**src/sv/mme_pkg.sv**
```systemverilog
// ----------------------------------------------------------------------------
// mme_pkg
// shared types, codes and widths of the matrix multiply engine
// ----------------------------------------------------------------------------
package mme_pkg;

  localparam int DEF_MAX_DIM    = 8;
  localparam int DEF_ELEM_WIDTH = 16;

  localparam int OP_W   = 2;
  localparam int IDX_W  = 3;
  localparam int VAL_W  = 16;
  localparam int DIM_W  = 4;
  localparam int ACC_W  = 40;
  localparam int REG_W  = 2;

  localparam logic [OP_W-1:0] OP_WRITE_A = 2'd0;
  localparam logic [OP_W-1:0] OP_WRITE_B = 2'd1;
  localparam logic [OP_W-1:0] OP_COMPUTE = 2'd2;

  localparam logic [REG_W-1:0] REG_A_ROWS = 2'd0;
  localparam logic [REG_W-1:0] REG_A_COLS = 2'd1;
  localparam logic [REG_W-1:0] REG_B_ROWS = 2'd2;
  localparam logic [REG_W-1:0] REG_B_COLS = 2'd3;

  localparam logic [DIM_W-1:0] DIM_RESET = 4'd8;

  typedef struct packed {
    logic [OP_W-1:0]         op;
    logic [IDX_W-1:0]        row;
    logic [IDX_W-1:0]        col;
    logic signed [VAL_W-1:0] value;
  } mme_cmd_t;

  typedef struct packed {
    logic [DIM_W-1:0] a_rows;
    logic [DIM_W-1:0] a_cols;
    logic [DIM_W-1:0] b_rows;
    logic [DIM_W-1:0] b_cols;
  } mme_cfg_t;

endpackage

```
**src/sv/matrix_multiply_engine.sv**
```systemverilog
// ----------------------------------------------------------------------------
// matrix_multiply_engine
// general matrix multiply on two small element stores
// ----------------------------------------------------------------------------
// usage: items on the s_ channel write an element of A (tuser 0) or B
// (tuser 1) at a row and column, or start a product (tuser 2). element
// writes out of range and tuser 3 are dropped. sizes come from the four
// dimension registers on the cfg port, for the user to write only while
// the block is idle, which the block does not enforce; each is clamped
// to 1..MAX_DIM. a product gives one m_ item per cell in row-major
// order, tlast on the final cell; with a_cols not equal to b_rows it
// gives a single item with tuser set and tlast set instead.
// throughput: element writes go at one item per cycle through a four
// entry command queue while it is not full. a product does one store read
// per inner step for each cell, then the read, multiply and accumulate
// registers drain into the result register; a size error goes straight
// there. further items queue up behind a product until the queue fills.
// reset: registers go to 8, queue and result register empty; the stores
// are not cleared. a stalled receiver holds the result register, and the
// back end waits with it.
// ----------------------------------------------------------------------------
module matrix_multiply_engine import mme_pkg::*; #(
  parameter int MAX_DIM    = DEF_MAX_DIM,
  parameter int ELEM_WIDTH = DEF_ELEM_WIDTH
) (
  input  logic              clk,
  input  logic              rst,
  input  logic              cfg_we,
  input  logic [REG_W-1:0]  cfg_index,
  input  logic [DIM_W-1:0]  cfg_data,
  input  logic              s_tvalid,
  output logic              s_tready,
  input  logic [OP_W-1:0]   s_tuser,   // operation
  input  logic [23:0]       s_tdata,   // row_index, col_index, element_value
  output logic              m_tvalid,
  input  logic              m_tready,
  output logic [47:0]       m_tdata,   // out_row, out_col, out_value
  output logic              m_tlast,
  output logic              m_tuser    // dim_error
);

  mme_cfg_t                cfg;
  mme_cmd_t                push_cmd;
  mme_cmd_t                q_cmd;
  logic                    q_push;
  logic                    q_pop;
  logic                    q_empty;
  logic                    q_full;
  logic [IDX_W-1:0]        out_row;
  logic [IDX_W-1:0]        out_col;
  logic signed [ACC_W-1:0] out_value;

  always_ff @(posedge clk) begin
    if (rst) begin
      cfg.a_rows <= DIM_RESET;
      cfg.a_cols <= DIM_RESET;
      cfg.b_rows <= DIM_RESET;
      cfg.b_cols <= DIM_RESET;
    end else if (cfg_we) begin
      unique case (cfg_index)
        REG_A_ROWS: cfg.a_rows <= cfg_data;
        REG_A_COLS: cfg.a_cols <= cfg_data;
        REG_B_ROWS: cfg.b_rows <= cfg_data;
        REG_B_COLS: cfg.b_cols <= cfg_data;
      endcase
    end
  end

  mme_front #(.MAX_DIM(MAX_DIM)) u_front (
    .s_tvalid (s_tvalid),
    .s_tready (s_tready),
    .s_tuser  (s_tuser),
    .s_tdata  (s_tdata),
    .q_full   (q_full),
    .q_push   (q_push),
    .q_cmd    (push_cmd)
  );

  mme_queue #(.DEPTH(4)) u_queue (
    .clk      (clk),
    .rst      (rst),
    .push     (q_push),
    .push_cmd (push_cmd),
    .pop      (q_pop),
    .head     (q_cmd),
    .empty    (q_empty),
    .full     (q_full)
  );

  mme_back #(.MAX_DIM(MAX_DIM), .ELEM_WIDTH(ELEM_WIDTH)) u_back (
    .clk       (clk),
    .rst       (rst),
    .cfg       (cfg),
    .q_cmd     (q_cmd),
    .q_empty   (q_empty),
    .q_pop     (q_pop),
    .out_valid (m_tvalid),
    .out_ready (m_tready),
    .out_row   (out_row),
    .out_col   (out_col),
    .out_value (out_value),
    .out_last  (m_tlast),
    .out_err   (m_tuser)
  );

  assign m_tdata = {2'b00, out_value, out_col, out_row};

`ifndef SYNTH
  a_pop_nonempty: assert property (@(posedge clk) disable iff (rst)
    q_pop |-> !q_empty)
    else $error("command popped from empty queue");

  a_err_shape: assert property (@(posedge clk) disable iff (rst)
    (m_tvalid && m_tuser) |-> (m_tlast && (m_tdata[45:0] == '0)))
    else $error("size error item not a lone zero item");

  a_cell_range: assert property (@(posedge clk) disable iff (rst)
    m_tvalid |-> ((DIM_W'(m_tdata[2:0]) < DIM_W'(MAX_DIM)) &&
                  (DIM_W'(m_tdata[5:3]) < DIM_W'(MAX_DIM))))
    else $error("result cell outside matrix");
`endif

endmodule

```
**src/sv/mme_ram.sv**
```systemverilog
// ----------------------------------------------------------------------------
// mme_ram
// generic single write, single read ram with registered read data
// ----------------------------------------------------------------------------
module mme_ram #(
  parameter int WIDTH = 16,
  parameter int DEPTH = 64
) (
  input  logic                     clk,
  input  logic                     we,
  input  logic [$clog2(DEPTH)-1:0] waddr,
  input  logic [WIDTH-1:0]         wdata,
  input  logic [$clog2(DEPTH)-1:0] raddr,
  output logic [WIDTH-1:0]         rdata
);

  logic [WIDTH-1:0] mem [DEPTH];

  always_ff @(posedge clk) begin
    if (we) begin
      mem[waddr] <= wdata;
    end
    rdata <= mem[raddr];
  end

endmodule

```
**src/sv/mme_front.sv**
```systemverilog
// ----------------------------------------------------------------------------
// mme_front
// accepts input items, drops out of range writes and unused operations
// ----------------------------------------------------------------------------
module mme_front import mme_pkg::*; #(
  parameter int MAX_DIM = DEF_MAX_DIM
) (
  input  logic                  s_tvalid,
  output logic                  s_tready,
  input  logic [OP_W-1:0]       s_tuser,
  input  logic [23:0]           s_tdata,
  input  logic                  q_full,
  output logic                  q_push,
  output mme_cmd_t              q_cmd
);

  logic keep;
  logic in_range;

  assign q_cmd.op    = s_tuser;
  assign q_cmd.row   = s_tdata[2:0];
  assign q_cmd.col   = s_tdata[5:3];
  assign q_cmd.value = s_tdata[21:6];

  assign in_range = (DIM_W'(q_cmd.row) < DIM_W'(MAX_DIM)) &&
                    (DIM_W'(q_cmd.col) < DIM_W'(MAX_DIM));

  always_comb begin
    unique case (q_cmd.op)
      OP_WRITE_A: keep = in_range;
      OP_WRITE_B: keep = in_range;
      OP_COMPUTE: keep = 1'b1;
      default:    keep = 1'b0;
    endcase
  end

  assign s_tready = !q_full;
  assign q_push   = s_tvalid && s_tready && keep;

endmodule

```
**src/sv/mme_queue.sv**
```systemverilog
// ----------------------------------------------------------------------------
// mme_queue
// short command queue between the front and the back
// ----------------------------------------------------------------------------
module mme_queue import mme_pkg::*; #(
  parameter int DEPTH = 4
) (
  input  logic     clk,
  input  logic     rst,
  input  logic     push,
  input  mme_cmd_t push_cmd,
  input  logic     pop,
  output mme_cmd_t head,
  output logic     empty,
  output logic     full
);

  localparam int PW = $clog2(DEPTH);
  localparam int CW = $clog2(DEPTH + 1);

  mme_cmd_t        entry [DEPTH];
  logic [PW-1:0]   wr_ptr;
  logic [PW-1:0]   rd_ptr;
  logic [CW-1:0]   count;

  assign empty = (count == '0);
  assign full  = (count == CW'(DEPTH));
  assign head  = entry[rd_ptr];

  always_ff @(posedge clk) begin
    if (rst) begin
      wr_ptr <= '0;
      rd_ptr <= '0;
      count  <= '0;
    end else begin
      if (push) begin
        wr_ptr <= (wr_ptr == PW'(DEPTH - 1)) ? '0 : wr_ptr + PW'(1);
      end
      if (pop) begin
        rd_ptr <= (rd_ptr == PW'(DEPTH - 1)) ? '0 : rd_ptr + PW'(1);
      end
      if (push && !pop) begin
        count <= count + CW'(1);
      end else if (pop && !push) begin
        count <= count - CW'(1);
      end
    end
  end

  always_ff @(posedge clk) begin
    if (push) begin
      entry[wr_ptr] <= push_cmd;
    end
  end

endmodule

```
**src/sv/mme_back.sv**
```systemverilog
// ----------------------------------------------------------------------------
// mme_back
// element stores, multiply-accumulate sequencer and result register
// ----------------------------------------------------------------------------
module mme_back import mme_pkg::*; #(
  parameter int MAX_DIM    = DEF_MAX_DIM,
  parameter int ELEM_WIDTH = DEF_ELEM_WIDTH
) (
  input  logic                    clk,
  input  logic                    rst,
  input  mme_cfg_t                cfg,
  input  mme_cmd_t                q_cmd,
  input  logic                    q_empty,
  output logic                    q_pop,
  output logic                    out_valid,
  input  logic                    out_ready,
  output logic [IDX_W-1:0]        out_row,
  output logic [IDX_W-1:0]        out_col,
  output logic signed [ACC_W-1:0] out_value,
  output logic                    out_last,
  output logic                    out_err
);

  localparam int DEPTH = MAX_DIM * MAX_DIM;
  localparam int AW    = $clog2(DEPTH);
  localparam int PW    = 2 * ELEM_WIDTH;
  localparam logic [AW-1:0] DIM_A = AW'(MAX_DIM);

  localparam logic [1:0] ST_IDLE  = 2'd0;
  localparam logic [1:0] ST_ISSUE = 2'd1;
  localparam logic [1:0] ST_DRAIN = 2'd2;
  localparam logic [1:0] ST_EMIT  = 2'd3;

  function automatic logic [DIM_W-1:0] clamp_dim(input logic [DIM_W-1:0] v);
    logic [DIM_W-1:0] r;
    if (v == '0) begin
      r = DIM_W'(1);
    end else if (v > DIM_W'(MAX_DIM)) begin
      r = DIM_W'(MAX_DIM);
    end else begin
      r = v;
    end
    return r;
  endfunction

  logic [1:0]              state;
  logic [1:0]              state_next;
  logic [IDX_W-1:0]        i;
  logic [IDX_W-1:0]        j;
  logic [IDX_W-1:0]        k;
  logic [DIM_W-1:0]        ar;
  logic [DIM_W-1:0]        ac;
  logic [DIM_W-1:0]        bc;
  logic                    err;
  logic                    s1_valid;
  logic                    s1_first;
  logic                    s1_last;
  logic                    s2_valid;
  logic                    s2_first;
  logic                    s2_last;
  logic signed [PW-1:0]    prod;
  logic signed [ACC_W-1:0] acc;
  logic                    done;

  logic                    start;
  logic                    mismatch;
  logic                    k_last;
  logic                    j_last;
  logic                    cell_last;
  logic                    load;
  logic                    a_we;
  logic                    b_we;
  logic [AW-1:0]           waddr;
  logic [ELEM_WIDTH-1:0]   wdata;
  logic [AW-1:0]           a_raddr;
  logic [AW-1:0]           b_raddr;
  logic [ELEM_WIDTH-1:0]   a_rd;
  logic [ELEM_WIDTH-1:0]   b_rd;

  assign q_pop    = (state == ST_IDLE) && !q_empty;
  assign start    = q_pop && (q_cmd.op == OP_COMPUTE);
  assign a_we     = q_pop && (q_cmd.op == OP_WRITE_A);
  assign b_we     = q_pop && (q_cmd.op == OP_WRITE_B);
  assign mismatch = clamp_dim(cfg.a_cols) != clamp_dim(cfg.b_rows);

  assign waddr   = AW'(AW'(q_cmd.row) * DIM_A) + AW'(q_cmd.col);
  assign wdata   = ELEM_WIDTH'(q_cmd.value);
  assign a_raddr = AW'(AW'(i) * DIM_A) + AW'(k);
  assign b_raddr = AW'(AW'(k) * DIM_A) + AW'(j);

  assign k_last    = (DIM_W'(k) + DIM_W'(1)) == ac;
  assign j_last    = (DIM_W'(j) + DIM_W'(1)) == bc;
  assign cell_last = ((DIM_W'(i) + DIM_W'(1)) == ar) && j_last;
  assign load      = (state == ST_EMIT) && (!out_valid || out_ready);

  mme_ram #(.WIDTH(ELEM_WIDTH), .DEPTH(DEPTH)) u_a_store (
    .clk   (clk),
    .we    (a_we),
    .waddr (waddr),
    .wdata (wdata),
    .raddr (a_raddr),
    .rdata (a_rd)
  );

  mme_ram #(.WIDTH(ELEM_WIDTH), .DEPTH(DEPTH)) u_b_store (
    .clk   (clk),
    .we    (b_we),
    .waddr (waddr),
    .wdata (wdata),
    .raddr (b_raddr),
    .rdata (b_rd)
  );

  always_comb begin
    state_next = state;
    unique case (state)
      ST_IDLE: begin
        if (start) begin
          state_next = mismatch ? ST_EMIT : ST_ISSUE;
        end
      end
      ST_ISSUE: begin
        if (k_last) begin
          state_next = ST_DRAIN;
        end
      end
      ST_DRAIN: begin
        if (done) begin
          state_next = ST_EMIT;
        end
      end
      ST_EMIT: begin
        if (load) begin
          state_next = (err || cell_last) ? ST_IDLE : ST_ISSUE;
        end
      end
    endcase
  end

  always_ff @(posedge clk) begin
    if (rst) begin
      state     <= ST_IDLE;
      s1_valid  <= 1'b0;
      s2_valid  <= 1'b0;
      done      <= 1'b0;
      out_valid <= 1'b0;
    end else begin
      state    <= state_next;
      s1_valid <= (state == ST_ISSUE);
      s2_valid <= s1_valid;
      if (load) begin
        done <= 1'b0;
      end else if (s2_valid && s2_last) begin
        done <= 1'b1;
      end
      if (load) begin
        out_valid <= 1'b1;
      end else if (out_ready) begin
        out_valid <= 1'b0;
      end
    end
  end

  always_ff @(posedge clk) begin
    if (start) begin
      ar  <= clamp_dim(cfg.a_rows);
      ac  <= clamp_dim(cfg.a_cols);
      bc  <= clamp_dim(cfg.b_cols);
      err <= mismatch;
      i   <= '0;
      j   <= '0;
      k   <= '0;
    end
    if (state == ST_ISSUE) begin
      k <= k + IDX_W'(1);
    end
    s1_first <= (k == '0);
    s1_last  <= k_last;
    s2_first <= s1_first;
    s2_last  <= s1_last;
    prod     <= $signed(a_rd) * $signed(b_rd);
    if (s2_valid) begin
      acc <= (s2_first ? '0 : acc) + ACC_W'(prod);
    end
    if (load) begin
      out_row   <= i;
      out_col   <= j;
      out_value <= err ? '0 : acc;
      out_last  <= err || cell_last;
      out_err   <= err;
      k         <= '0;
      if (j_last) begin
        j <= '0;
        i <= i + IDX_W'(1);
      end else begin
        j <= j + IDX_W'(1);
      end
    end
  end

endmodule
```
**config.mk**
```make
export PLATFORM = sky130hd
export DESIGN_NAME = matrix_multiply_engine
export DESIGN_NICKNAME = d
export VERILOG_FILES = /design/src/sv/mme_pkg.sv /design/src/sv/matrix_multiply_engine.sv /design/src/sv/mme_ram.sv /design/src/sv/mme_front.sv /design/src/sv/mme_queue.sv /design/src/sv/mme_back.sv
export SDC_FILE = /design/constraint.sdc
export NUM_CORES = 2
export LEC_CHECK = 0
export BUFFER_PORTS_ARGS = -buffer_cell sky130_fd_sc_hd__buf_2
export CAP_MARGIN = 20
export CELL_PAD_IN_SITES_DETAIL_PLACEMENT = 0
export CELL_PAD_IN_SITES_GLOBAL_PLACEMENT = 1
export CORE_MARGIN = 2
export CORE_UTILIZATION = 51
export CTS_CLUSTER_DIAMETER = 200
export DETAILED_ROUTE_END_ITERATION = 12
export PLACE_DENSITY = 0.81
export SYNTH_ARGS = -nofsm -noshare
export SYNTH_HDL_FRONTEND = slang
export SYNTH_SLANG_ARGS = --single-unit
```
**constraint.sdc**
```tcl
create_clock -name clk -period 6.2 [get_ports clk]
set_input_delay 0.62 -clock clk [delete_from_list [all_inputs] [get_ports clk]]
set_output_delay 0.62 -clock clk [all_outputs]
set_load 0.02 [all_outputs]
```
==> flow_summary.json <==
{
  "worst-path-max-fanout": 6,
  "path_delay_family": "adder cells",
  "fmax_ghz": 0.167,
  "cts-root-to-sink-buffers": 3,
  "hold_viol_final": 0,
  "synth_edf_count": 2248,
  "worstRegToRegCells": 21,
  "synthDistinctLibCells": 68,
  "clk_latency_ps": 870,
  "fill_cells": 13800,
  "grtUsageTotal_pct": 22.3,
  "seq_area_frac_synth_pct": 69.4,
  "holdPathStages": 3,
  "tns_ps": 0,
  "worstPathArrival_ps": 6730,
  "status": "complete, no violations",
  "drtAntennaViolNets": 0,
  "grt_pass1_vias": 50000,
  "cp.buffers_inverters": 6,
  "nets": 5814,
  "areaGrowthSynthToFinish_pct": 12.7,
  "postPlaceCellArea_um2": 105000,
  "path_cells": "buf_4 > nand2_1 > inv_1 > fa_2 > fa_1 > fa_1 > fa_1 > fa_1 > inv_1 > fa_1 > inv_1 > ha_2 > nand4_1 > buf_4 > o41ai_1 > buf_4 > o211ai_1 > a31oi_2 > o21a_1 > nor2_1 > xnor2_1",
  "die_y_um": 447,
  "drv_cap": 0,
  "cp_slowest_cell": "fa_1",
  "synth_area_um2": 100000,
  "regArea_um2": 69700,
  "slowest_delay_ps": 610,
  "die_w_um": 447,
  "num_io_pins": 89,
  "root_buffer": "clkbuf_16",
  "syn_avg_cell_area_um2": 19.9,
  "synthSimpleGateAreaFrac_pct": 3.45,
  "io_buffers": 84,
  "die_area_um2": 200000,
  "yosys_warnings": 0,
  "avgRoutedWirePerCell_um": 26.7,
  "yosysTopAreaCell": "edfxtp_1",
  "final_cells": 8202,
  "setup_viol": 0,
  "yosys.area.top_type_share_pct": 67.3,
  "drcViolationCount": 0,
  "vias": 48400,
  "fin_crit_ps": 5980,
  "worst_pin_slew_ps": 1150,
  "start_util_pct": 51.4,
  "synthAdderAreaFrac_pct": 6.97,
  "cts_buffers": 225,
  "avgViaCountPerCell": 5.90,
  "synthFlopType": "edfxtp_1",
  "synth_seq_cells": 2353,
  "syn_inst": 5027,
  "grt_pass1_wl_um": 326000,
  "clock_skew_ps": 42.5,
  "synthArstFlopShare_pct": 0,
  "hp-class": "primary input to flop",
  "endpoint_kind": "flop",
  "drt_iter0_markers": 5677,
  "slew-limit-headroom_pct": 22.3,
  "path_depth": 21,
  "wl_um": 219000,
  "fin_crit_sh_pct": 96.4,
  "finalInstanceArea_um2": 113000,
  "post-place-cells": 7742,
  "required_ps": 6950,
  "core-area_um2": 195000,
  "cp-start-kind": "flop",
  "antenna_found_initial": 15,
  "htree_levels": 4,
  "grt_max_degree": 144,
  "final_max_slew_viol_count": 0,
  "drive_above_1_share_pct": 25.5,
  "gp_congestion": 0.813,
  "dpl.hpwl_um": 133000,
  "synth_xor_area_share_pct": 0.725,
  "path_class": "flop to flop",
  "crit_top_cell": "fa_1",
  "cts_tree": "built",
  "synthMuxAreaShare_pct": 15.8,
  "synth-compound-area-share_pct": 1.44,
  "cts_sinks": 2353,
  "yosys-top-cells-area": "edfxtp_1 (67%), mux4_2 (16%), fa_1 (5.3%), dfxtp_1 (2.1%), ha_1 (1.7%)",
  "clkSlewWorstSetupHoldPaths_ps": 60,
  "grt_overflow": 0,
  "core.rowCount": 162,
  "dr.pass1.iters": 7,
  "synth_top_family_by_area": "multiplexers",
  "multiInputGateArea_um2": 28600
}
## synth_stat cells, types with 17 or more instances
cell type,instances
nor2_1,222
nand2b_1,17
edfxtp_1,2248
a21oi_1,65
fa_1,264
buf_2,55
mux2i_1,18
a21o_1,31
dfxtp_1,105
clkbuf_1,138
inv_1,321
xnor2_1,57
buf_1,23
and2_1,130
o21ai_0,37
ha_1,136
nor2b_1,98
xor2_1,26
mux4_2,696
nand2_1,176
## kinds of logic after synthesis
kind of cell,after synthesis
compound gates,219
other cells,1
simple gates,712
buf+inv,544
xor+xnor,83
fa+ha+maj,400
mux,715
flops,2353
## registers in the layout (all words and copies together), names as in the netlist, 2 cells and up, named ones only
register and count:
u_back.ac 4, u_back.out_row 3, u_queue.entry 96, u_queue.count 3, u_back.out_col 3, u_back.out_value 40, u_back.u_a_store.mem 1024, u_back.i 3
u_back.u_b_store.mem 1024, u_queue.wr_ptr 2, u_back.k 3, u_back.u_b_store.rdata 16, cfg 16, u_back.u_a_store.rdata 16, u_queue.rd_ptr 2, u_back.j 3
u_back.acc 40, u_back.prod 32, u_back.bc 4, u_back.state 2, u_back.ar 4
## layer usage
metal	vias to the layer above	routed length [µm]	global-route usage (%)	share of wire (%)
met5	-	95	0	0.043
met4	16	5480	6.27	2.5
met3	339	19200	4.69	8.8
met2	2102	106000	35.8	49
met1	25400	87500	31.2	40
li1	20500	-	-	-
## worst reg2reg max path, cell delays in order (launching register included)
cell and delay (ps):
dfxtp_2 390, buf_4 160, nand2_1 90, inv_1 140, fa_2 540, fa_1 610
fa_1 450, fa_1 520, fa_1 490, inv_1 50, fa_1 470, inv_1 40
ha_2 380, nand4_1 170, buf_4 180, o41ai_1 340, buf_4 210, o211ai_1 130
a31oi_2 240, o21a_1 140, nor2_1 50, xnor2_1 110
## metrics by stage
step                utilization (%)  setup WS, ps  hold slack [ps]
floorplan                         -           310              310
CTS                            57.8          27.5             4.08
global route                   57.9         -20.6             53.9
detailed placement             53.8          30.3              315
global placement               53.8          45.3              311
finish                         57.9           223             76.2
## cell type report
type | instances | area share, %
well taps | 2624 | 2.91
inverters | 321 | 1.07
flip-flops and latches | 2353 | 61.7
clock buffers | 301 | 5.48
multi-input cells | 2131 | 25.4
repair buffers | 345 | 2.40
diodes | 5 | 0.0111
clock inverters | 122 | 1.11
## what timing repair did
| action | CTS | global route |
|---|---|---|
| hold buffers | 27 | 0 |
| setup buffers | 0 | 1 |
| resized for setup | 0 | 33 |
| hold endpoints to repair | 103 | 0 |
| endpoints found under the setup margin | 0 | 9 |
## layout by cell type (no fill, tap or decap), types with 27 or more instances in the layout
| master | n |
|---|---|
| nand2_1 | 176 |
| a21o_1 | 31 |
| edfxtp_1 | 2248 |
| inv_1 | 320 |
| xnor2_1 | 57 |
| buf_4 | 211 |
| mux4_2 | 680 |
| o21ai_0 | 35 |
| nor2b_1 | 98 |
| nor2_2 | 30 |
| clkbuf_1 | 55 |
| nor2_1 | 191 |
| clkinv_1 | 42 |
| buf_2 | 84 |
| dlygate4sd3_1 | 27 |
| and2_1 | 130 |
| fa_1 | 263 |
| dfxtp_1 | 80 |
| clkbuf_16 | 231 |
| clkinv_2 | 30 |
| a21oi_1 | 63 |
| ha_1 | 135 |
## worst paths after layout
| kind | startpoint | endpoint | slack, ps |
|---|---|---|---|
| worst max-delay path | u_back.u_b_store.rdata[1] | u_back.prod[31] | 220 |
| worst min-delay path | cfg_data[2] | cfg[14] | 80 |
| worst max register to register | u_back.u_b_store.rdata[1] | u_back.prod[31] | 220 |
| worst min register to register | u_back.s1_first | u_back.s2_first | 330 |
Power is not shown: default switching activity piles up to over one toggle a cycle in this logic, so the estimate is an artifact.
